==> src/hw/rtl/tws_pkg.sv <==
// Shared types, constants and a helper function for the two-wire stepper sequencer.
package tws_pkg;

	localparam int POS_W = 16;
	localparam int CFG_W = 16;
	localparam int REMAIN_W = 15;
	localparam int TICKS_W = 16;

	typedef enum logic [1:0] {
		CMD_TICK = 2'd0,
		CMD_MOVE = 2'd1,
		CMD_OFF  = 2'd2
	} cmd_e;

	typedef enum logic {
		REG_STEPS_PER_REV = 1'b0,
		REG_STEP_INTERVAL = 1'b1
	} reg_idx_e;

	localparam logic [CFG_W-1:0] STEPS_PER_REV_RST = 16'd200;
	localparam logic [CFG_W-1:0] STEP_INTERVAL_RST = 16'd10;
	localparam logic [REMAIN_W-1:0] REMAIN_MAX = '1;
	localparam logic [TICKS_W-1:0] TICKS_MAX = '1;

	typedef struct packed {
		logic [CFG_W-1:0] steps_per_rev;
		logic [CFG_W-1:0] step_interval_ms;
	} cfg_t;

	typedef struct packed {
		logic [1:0]  command;
		logic signed [15:0] move_steps;
	} cmd_t;

	typedef struct packed {
		logic        wire_a;
		logic        wire_b;
		logic [15:0] position;
		logic        busy_res;
		logic        stepped;
	} res_t;

	// Wire levels {wire_a, wire_b} for each phase: 01, 11, 10, 00
	function automatic logic [1:0] phase_pattern(input logic [1:0] phase);
		logic [1:0] pat;
		unique case (phase)
			2'd0: pat = 2'b01;
			2'd1: pat = 2'b11;
			2'd2: pat = 2'b10;
			2'd3: pat = 2'b00;
			default: pat = 2'b00;
		endcase
		return pat;
	endfunction

endpackage

==> src/hw/rtl/tws_cmd_if.sv <==
// Command channel: valid/ready handshake carrying one input item.
interface tws_cmd_if;
	logic               valid;
	logic               ready;
	logic [1:0]         command;
	logic signed [15:0] move_steps;

	modport source (output valid, output command, output move_steps, input ready);
	modport sink (input valid, input command, input move_steps, output ready);
endinterface

==> src/hw/rtl/tws_res_if.sv <==
// Result channel: valid/ready handshake carrying one result item.
interface tws_res_if;
	logic        valid;
	logic        ready;
	logic        wire_a;
	logic        wire_b;
	logic [15:0] position;
	logic        busy_res;
	logic        stepped;

	modport source (output valid, output wire_a, output wire_b, output position,
		output busy_res, output stepped, input ready);
	modport sink (input valid, input wire_a, input wire_b, input position,
		input busy_res, input stepped, output ready);
endinterface

==> src/hw/rtl/tws_cfg_regs.sv <==
// Configuration register file: steps per revolution and step interval.
module tws_cfg_regs (
	input  logic                    clk,
	input  logic                    arst_n,
	input  logic                    cfg_we,
	input  logic                    cfg_index,
	input  logic [tws_pkg::CFG_W-1:0] cfg_wdata,
	output tws_pkg::cfg_t           cfg
);

	tws_pkg::cfg_t cfg_q;

	always_ff @(posedge clk or negedge arst_n) begin
		if (!arst_n) begin
			cfg_q.steps_per_rev    <= tws_pkg::STEPS_PER_REV_RST;
			cfg_q.step_interval_ms <= tws_pkg::STEP_INTERVAL_RST;
		end else if (cfg_we) begin
			unique case (cfg_index)
				tws_pkg::REG_STEPS_PER_REV: cfg_q.steps_per_rev    <= cfg_wdata;
				tws_pkg::REG_STEP_INTERVAL: cfg_q.step_interval_ms <= cfg_wdata;
				default: ;
			endcase
		end
	end

	assign cfg = cfg_q;

endmodule

==> src/hw/rtl/tws_step_core.sv <==
// Sequencer state and next-state logic: tick counting, step timing, position wrap, phase.
module tws_step_core (
	input  logic           clk,
	input  logic           arst_n,
	input  logic           accept,
	input  tws_pkg::cmd_t  cmd,
	input  tws_pkg::cfg_t  cfg,
	output tws_pkg::res_t  res
);

	logic [tws_pkg::POS_W-1:0]    pos_q, pos_d;
	logic                         fwd_q, fwd_d;
	logic [tws_pkg::REMAIN_W-1:0] rem_q, rem_d;
	logic [tws_pkg::TICKS_W-1:0]  ticks_q, ticks_d;
	logic [1:0]                   wires_q, wires_d;
	logic                         stepped;

	logic [tws_pkg::POS_W-1:0]   wrap_n;
	logic [tws_pkg::POS_W-1:0]   pos_fwd;
	logic [tws_pkg::POS_W-1:0]   pos_rev_base;
	logic [tws_pkg::POS_W-1:0]   pos_step;
	logic [tws_pkg::TICKS_W-1:0] ticks_inc;
	logic [15:0]                 neg_mag;

	assign wrap_n = tws_pkg::POS_W'(cfg.steps_per_rev);
	assign pos_fwd = pos_q + 1'b1;
	assign pos_rev_base = (pos_q == '0) ? wrap_n : pos_q;
	assign pos_step = fwd_q ? ((pos_fwd == wrap_n) ? '0 : pos_fwd) : (pos_rev_base - 1'b1);

	// Saturate the elapsed tick count
	assign ticks_inc = (ticks_q != tws_pkg::TICKS_MAX) ? ticks_q + 1'b1 : ticks_q;
	assign neg_mag = 16'd0 - 16'(unsigned'(cmd.move_steps));

	always_comb begin
		pos_d   = pos_q;
		fwd_d   = fwd_q;
		rem_d   = rem_q;
		ticks_d = ticks_q;
		wires_d = wires_q;
		stepped = 1'b0;
		unique case (cmd.command)
			tws_pkg::CMD_TICK: begin
				if (rem_q != '0 && ticks_inc >= cfg.step_interval_ms) begin
					ticks_d = '0;
					pos_d   = pos_step;
					rem_d   = rem_q - 1'b1;
					wires_d = tws_pkg::phase_pattern(pos_step[1:0]);
					stepped = 1'b1;
				end else begin
					ticks_d = ticks_inc;
				end
			end
			tws_pkg::CMD_MOVE: begin
				if (cmd.move_steps[15]) begin
					// most negative count clamps to the largest run
					rem_d = neg_mag[15] ? tws_pkg::REMAIN_MAX : neg_mag[14:0];
					fwd_d = 1'b0;
				end else begin
					rem_d = cmd.move_steps[14:0];
					if (cmd.move_steps[14:0] != '0) begin
						fwd_d = 1'b1;
					end
				end
			end
			tws_pkg::CMD_OFF: begin
				wires_d = 2'b00;
			end
			default: ;
		endcase
	end

	always_ff @(posedge clk or negedge arst_n) begin
		if (!arst_n) begin
			pos_q   <= '0;
			fwd_q   <= 1'b0;
			rem_q   <= '0;
			ticks_q <= tws_pkg::TICKS_MAX;
			wires_q <= 2'b00;
		end else if (accept) begin
			pos_q   <= pos_d;
			fwd_q   <= fwd_d;
			rem_q   <= rem_d;
			ticks_q <= ticks_d;
			wires_q <= wires_d;
		end
	end

	always_comb begin
		res.wire_a   = wires_d[1];
		res.wire_b   = wires_d[0];
		res.position = 16'(pos_d);
		res.busy_res = (rem_d != '0);
		res.stepped  = stepped;
	end

endmodule

==> src/hw/rtl/tws_out_stage.sv <==
// Result register: holds one finished result until the downstream side takes it.
module tws_out_stage (
	input  logic          clk,
	input  logic          arst_n,
	input  logic          load,
	input  tws_pkg::res_t res_in,
	output logic          free,
	tws_res_if.source     res
);

	logic          valid_q;
	tws_pkg::res_t data_q;

	// Slot is free when empty or emptied in this cycle
	assign free = !valid_q || res.ready;

	always_ff @(posedge clk or negedge arst_n) begin
		if (!arst_n) begin
			valid_q <= 1'b0;
		end else if (load) begin
			valid_q <= 1'b1;
		end else if (res.ready) begin
			valid_q <= 1'b0;
		end
	end

	always_ff @(posedge clk) begin
		if (load) begin
			data_q <= res_in;
		end
	end

	assign res.valid    = valid_q;
	assign res.wire_a   = data_q.wire_a;
	assign res.wire_b   = data_q.wire_b;
	assign res.position = data_q.position;
	assign res.busy_res = data_q.busy_res;
	assign res.stepped  = data_q.stepped;

endmodule

==> src/hw/rtl/two_wire_stepper_sequencer_top.sv <==
// A command's result is loaded into the result register at the clock edge that accepts it.
// Throughput: one command per cycle; cmd.ready stays high while the result register
// is empty or its result is taken in the same cycle.
// The step state and the result register update together in a single pass.
// Reset (arst_n low) clears position, run and wires, saturates the tick count,
// loads 200 steps per rev and a 10 ms interval, and empties the result register.
module two_wire_stepper_sequencer_top (
	input  logic                      clk,
	input  logic                      arst_n,
	input  logic                      cfg_we,
	input  logic                      cfg_index,
	input  logic [tws_pkg::CFG_W-1:0] cfg_wdata,
	tws_cmd_if.sink                   cmd,
	tws_res_if.source                 res
);

	tws_pkg::cfg_t cfg;
	tws_pkg::cmd_t cmd_item;
	tws_pkg::res_t res_next;
	logic          free;
	logic          accept;

	assign cmd.ready = free;
	assign accept = cmd.valid && free;
	assign cmd_item.command = cmd.command;
	assign cmd_item.move_steps = cmd.move_steps;

	tws_cfg_regs u_cfg (
		.clk       (clk),
		.arst_n    (arst_n),
		.cfg_we    (cfg_we),
		.cfg_index (cfg_index),
		.cfg_wdata (cfg_wdata),
		.cfg       (cfg)
	);

	tws_step_core u_core (
		.clk    (clk),
		.arst_n (arst_n),
		.accept (accept),
		.cmd    (cmd_item),
		.cfg    (cfg),
		.res    (res_next)
	);

	tws_out_stage u_out (
		.clk    (clk),
		.arst_n (arst_n),
		.load   (accept),
		.res_in (res_next),
		.free   (free),
		.res    (res)
	);

endmodule

==> src/flat_wrapper.sv <==
// flat-port wrapper written by rule: the top's interface ports become plain ports
module two_wire_stepper_sequencer_top_flat 
  (clk, arst_n, cfg_we, cfg_index, cfg_wdata, cmd_valid, cmd_command, cmd_move_steps, cmd_ready, res_valid, res_wire_a, res_wire_b, res_position, res_busy_res, res_stepped, res_ready);
  tws_cmd_if cmd_i ();
  tws_res_if res_i ();
  input  logic clk;
  input  logic arst_n;
  input  logic cfg_we;
  input  logic cfg_index;
  input  logic [tws_pkg::CFG_W-1:0] cfg_wdata;
  input wire logic [$bits(cmd_i.valid)-1:0] cmd_valid;
  input wire logic [$bits(cmd_i.command)-1:0] cmd_command;
  input wire logic [$bits(cmd_i.move_steps)-1:0] cmd_move_steps;
  output wire logic [$bits(cmd_i.ready)-1:0] cmd_ready;
  output wire logic [$bits(res_i.valid)-1:0] res_valid;
  output wire logic [$bits(res_i.wire_a)-1:0] res_wire_a;
  output wire logic [$bits(res_i.wire_b)-1:0] res_wire_b;
  output wire logic [$bits(res_i.position)-1:0] res_position;
  output wire logic [$bits(res_i.busy_res)-1:0] res_busy_res;
  output wire logic [$bits(res_i.stepped)-1:0] res_stepped;
  input wire logic [$bits(res_i.ready)-1:0] res_ready;
  assign cmd_i.valid = cmd_valid;
  assign cmd_i.command = cmd_command;
  assign cmd_i.move_steps = cmd_move_steps;
  assign cmd_ready = cmd_i.ready;
  assign res_valid = res_i.valid;
  assign res_wire_a = res_i.wire_a;
  assign res_wire_b = res_i.wire_b;
  assign res_position = res_i.position;
  assign res_busy_res = res_i.busy_res;
  assign res_stepped = res_i.stepped;
  assign res_i.ready = res_ready;
  two_wire_stepper_sequencer_top u_core (.clk(clk), .arst_n(arst_n), .cfg_we(cfg_we), .cfg_index(cfg_index), .cfg_wdata(cfg_wdata), .cmd(cmd_i), .res(res_i));
endmodule
==> config.mk <==
export PLATFORM = sky130hd
export DESIGN_NAME = two_wire_stepper_sequencer_top_flat
export DESIGN_NICKNAME = d
export VERILOG_FILES = /design/src/hw/rtl/tws_pkg.sv /design/src/hw/rtl/tws_cmd_if.sv /design/src/hw/rtl/tws_res_if.sv /design/src/hw/rtl/tws_cfg_regs.sv /design/src/hw/rtl/tws_step_core.sv /design/src/hw/rtl/tws_out_stage.sv /design/src/hw/rtl/two_wire_stepper_sequencer_top.sv /design/src/flat_wrapper.sv
export SDC_FILE = /design/constraint.sdc
export NUM_CORES = 1
export LEC_CHECK = 0
export ABC_CLOCK_PERIOD_IN_PS = 6300
export BUFFER_PORTS_ARGS = -buffer_cell sky130_fd_sc_hd__clkbuf_2
export CORE_MARGIN = 1.5
export CORE_UTILIZATION = 45
export CTS_BUF_LIST = sky130_fd_sc_hd__clkbuf_2
export CTS_CLUSTER_DIAMETER = 120
export CTS_CLUSTER_SIZE = 24
export DETAILED_ROUTE_END_ITERATION = 12
export SYNTH_ARGS = -nofsm -noshare
export SYNTH_HDL_FRONTEND = slang
export SYNTH_HIERARCHICAL = 1
export SYNTH_SLANG_ARGS = --single-unit
==> constraint.sdc <==
create_clock -name clk -period 6.3 [get_ports clk]
set_clock_uncertainty 0.15 [all_clocks]
set_input_delay 0.63 -clock clk [delete_from_list [all_inputs] [get_ports clk]]
set_output_delay 0.63 -clock clk [all_outputs]
set_load 0.02 [all_outputs]
==> metrics.md <==
| Metric | Value |
|---|---|
| IO Port Bufs | 61 |
| Share of cells above drive strength 1 | 18.8% |
| GRT Util Overall | 24.2% |
| Max cap viols | 0 |
| Placed Instances | 1097 |
| Power Density | 204 nW/um^2 |
| CTS sink count | 103 |
| Outcome | finished, final reports clean |
| Synth area leaders | dfrtp_1 (21%), edfxtp_1 (7.9%), dfstp_2 (7.3%), nand2_1 (4.1%), ha_1 (4.0%) |
| Mapped Area | 7560 sq um |
| Starting Density | 45.9% |
| # IOs | 62 |
| EDFF count, synth | 20 |
| Hpwl dp | 15600 microns |
| Slew headroom | 33.6% |
| RePlAce Congestion | 0.924 |
| Synth Flop Type | dfrtp_1 |
| Worst slack at placement | 0.717 ns |
| CP max FO | 16 |
| Die Y | 133 microns |
| #FFs+latches synth | 103 |
| Tcrit/Tclk final | 90.8% |
| Overall power | 1.66 mW |
| RSZ-0062 raised after global routing | no |
| Drt first pass iters | 6 |
| Arrival time worst endpoint | 5.97 ns |
| # DRC | 0 |
| Hold crit path type | in -> reg |
| Area delta synth->final | 7.91% |
| Final Setup Violations | 0 |
| Total Wirelength | 21200 microns |
| Clk root buf | clkbuf_2 |
| First-pass GRT wire length | 33800 microns |
| Critical Path Source Type | register |
| Die X | 133 microns |
| Final number of max-transition violations | 0 |
| Async SR Flop Fraction | 80.6% |
| Row cnt | 47 |
| Largest net degree at the start of global routing | 57 |
| Seq/Total Area, Yosys | 35.8% |
| Pleak | 3.24 nW |
| H-Tree Level Count | 3 |
| Initial DRC Count | 588 |
| TritonCTS clock tree | done |
| DR WL/cell | 18.9 microns |
| Yosys warnings | 6 |
| Final WS setup | 0.579 ns |
| Hold Fails Final Rpt | 0 |
| Via count | 6866 |
| Clock Path Buffers | 2 |
| Top-area cell type share of the netlist area | 20.5% |
| Die area | 17600 sq um |
| Maximum clock frequency | 0.175 GHz |
| Reg2reg setup slack | 0.58 ns |
| Synthesized netlist cell count | 863 |
| Post-CTS setup buffer count | 0 |
| Worst-Skew Late Latency | 0.63 ns |
| Worst Tran Pin Value | 0.971 ns |
| Final Critical Period | 5.72 ns |
| Worst Setup Path Type | reg -> reg |
| Area leader, netlist | dfrtp_1 |
| Total gr overflow | 0 |
| Core footprint | 16500 sq um |
| ANT nets after route | 0 |
| Clock buffer count from CTS | 9 |
| CP Capture Type | register |
| Clk pin slew, worst setup/hold paths | 0.28 ns |
| Syn Nets | 927 |
| Nets | 963 |
| Post-synth top cells | nand2_1 (83), nor2_1 (73), dfrtp_1 (62) |
| Library cells used by synthesis | 80 |
| Initial antenna violation count | 1 |
| Vias in the first global route | 6564 |
| Worst VDD drop | 101 uV |
| Synth Area per Inst | 8.76 sq um |
| Via-to-Cell Ratio | 6.10 |
| Setup TNS | 0 ns |
| Filler instances | 1579 |
| Final Non-Filler Cells | 1125 |
| Worst Path Required | 6.55 ns |
| Top-count cell post-synth | nand2_1 |
==> placed cells by master, fill, tap and decap left out, types with 24 or more instances in the layout <==
cell,Yosys,final
nand3_1,26,26
ha_1,24,24
a21oi_1,55,55
nor2_1,73,73
o21ai_0,52,52
nor3_1,28,28
clkbuf_2,0,69
mux2_2,25,25
dfrtp_1,62,62
inv_1,31,31
nand2_1,83,83
==> cell type report <==
cell class	instances	area, sq um	area share [%]
inverters	31	116	1.43
repair buffers	81	485	5.95
multi-input cells	673	4470	54.8
well taps	220	275	3.38
clock buffers	9	45.0	0.552
clock inverters	7	55.1	0.675
flip-flops and latches	103	2700	33.2
diodes	1	2.50	0.0307
==> final timing paths <==
check                      cells past startpoint                startpoint                        end
min reg2reg                                    2  u_core/u_core/ticks_q[9]   u_core/u_core/ticks_q[9]
min                                            2              cfg_wdata[5]       u_core/u_cfg/cfg[21]
max                                           18  u_core/u_core/ticks_q[0]  u_core/u_out/res.busy_res
max reg2reg                                   18  u_core/u_core/ticks_q[0]  u_core/u_out/res.busy_res
min in group asynchronous                      2                    arst_n       u_core/u_cfg/cfg[26]
max in group asynchronous                      3                    arst_n   u_core/u_core/wires_q[0]
==> worst max-delay path, stage by stage (launching register included) <==
cell and delay (ns):
dfstp_2 0.64, ha_1 0.20, and3_1 0.21, and4_1 0.29, nand4_1 0.43, nor2b_1 0.33, nand4_1 0.16, xnor2_1 0.14
ha_1 0.26, a21oi_1 0.17, nor3_1 0.07, a2111oi_0 0.69, o311ai_1 0.21, buf_4 0.22, nand2_1 0.40, a21oi_1 0.22
o21ai_0 0.26, nor4b_1 0.30, nand4_1 0.12
==> power by group <==
group	total [mW]	leakage, nW	switching [mW]	internal [mW]
Combinational	0.471	2.03	0.266	0.204
Sequential	0.890	1.15	0.116	0.773
Clock	0.301	0.0608	0.244	0.0568
==> cell families after synthesis <==
group | Yosys count | synth area share, %
buffers and inverters | 87 | 5.07
multiplexers | 41 | 6.51
XOR/XNOR | 42 | 5.07
adder cells (fa/ha/maj) | 24 | 3.97
flip-flops | 103 | 35.8
AND/OR/NAND/NOR | 326 | 22.5
AO/OA/AOI/OAI | 240 | 21.1
==> metal layers <==
layer | track usage, % | wire (microns) | vias up
li1 | - | - | 3276
met1 | 29.8 | 8990 | 3275
met2 | 41.8 | 10400 | 255
met3 | 4.29 | 1030 | 60
met4 | 10.6 | 822 | 0
met5 | 0 | 0 | -
==> state kept, by name, summed over array words and instances (netlist names) <==
register and flops:
u_core/u_out/res.valid 1, u_core/u_out/res.position 16, u_core/u_out/res.busy_res 1, u_core/u_core/wires_q 2
u_core/u_core/rem_q 15, u_core/u_core/pos_q 16, u_core/u_core/fwd_q 1, u_core/u_out/res.wire_a 1
u_core/u_out/res.wire_b 1, u_core/u_core/ticks_q 16, u_core/u_cfg/cfg 32, u_core/u_out/res.stepped 1
==> through the flow <==
| step | util [%] | hold WS (ns) | area, sq um |
|---|---|---|---|
| 3_3_place_gp | 48.2 | 0.337 | 7940 |
| 2_1_floorplan | - | 0.184 | 7560 |
| 6_report | 49.5 | 0.0830 | 8160 |
| 4_1_cts | 48.9 | 0.00459 | 8050 |
| 3_5_place_dp | 48.2 | 0.349 | 7940 |
| 5_1_grt | 49.5 | 0.00960 | 8160 |
==> repair_timing <==
action | CTS | global route
hold buffers | 1 | 10
gates resized for setup | 0 | 0
endpoints found under the hold margin | 27 | 18
(Power assumes the default switching activity.)
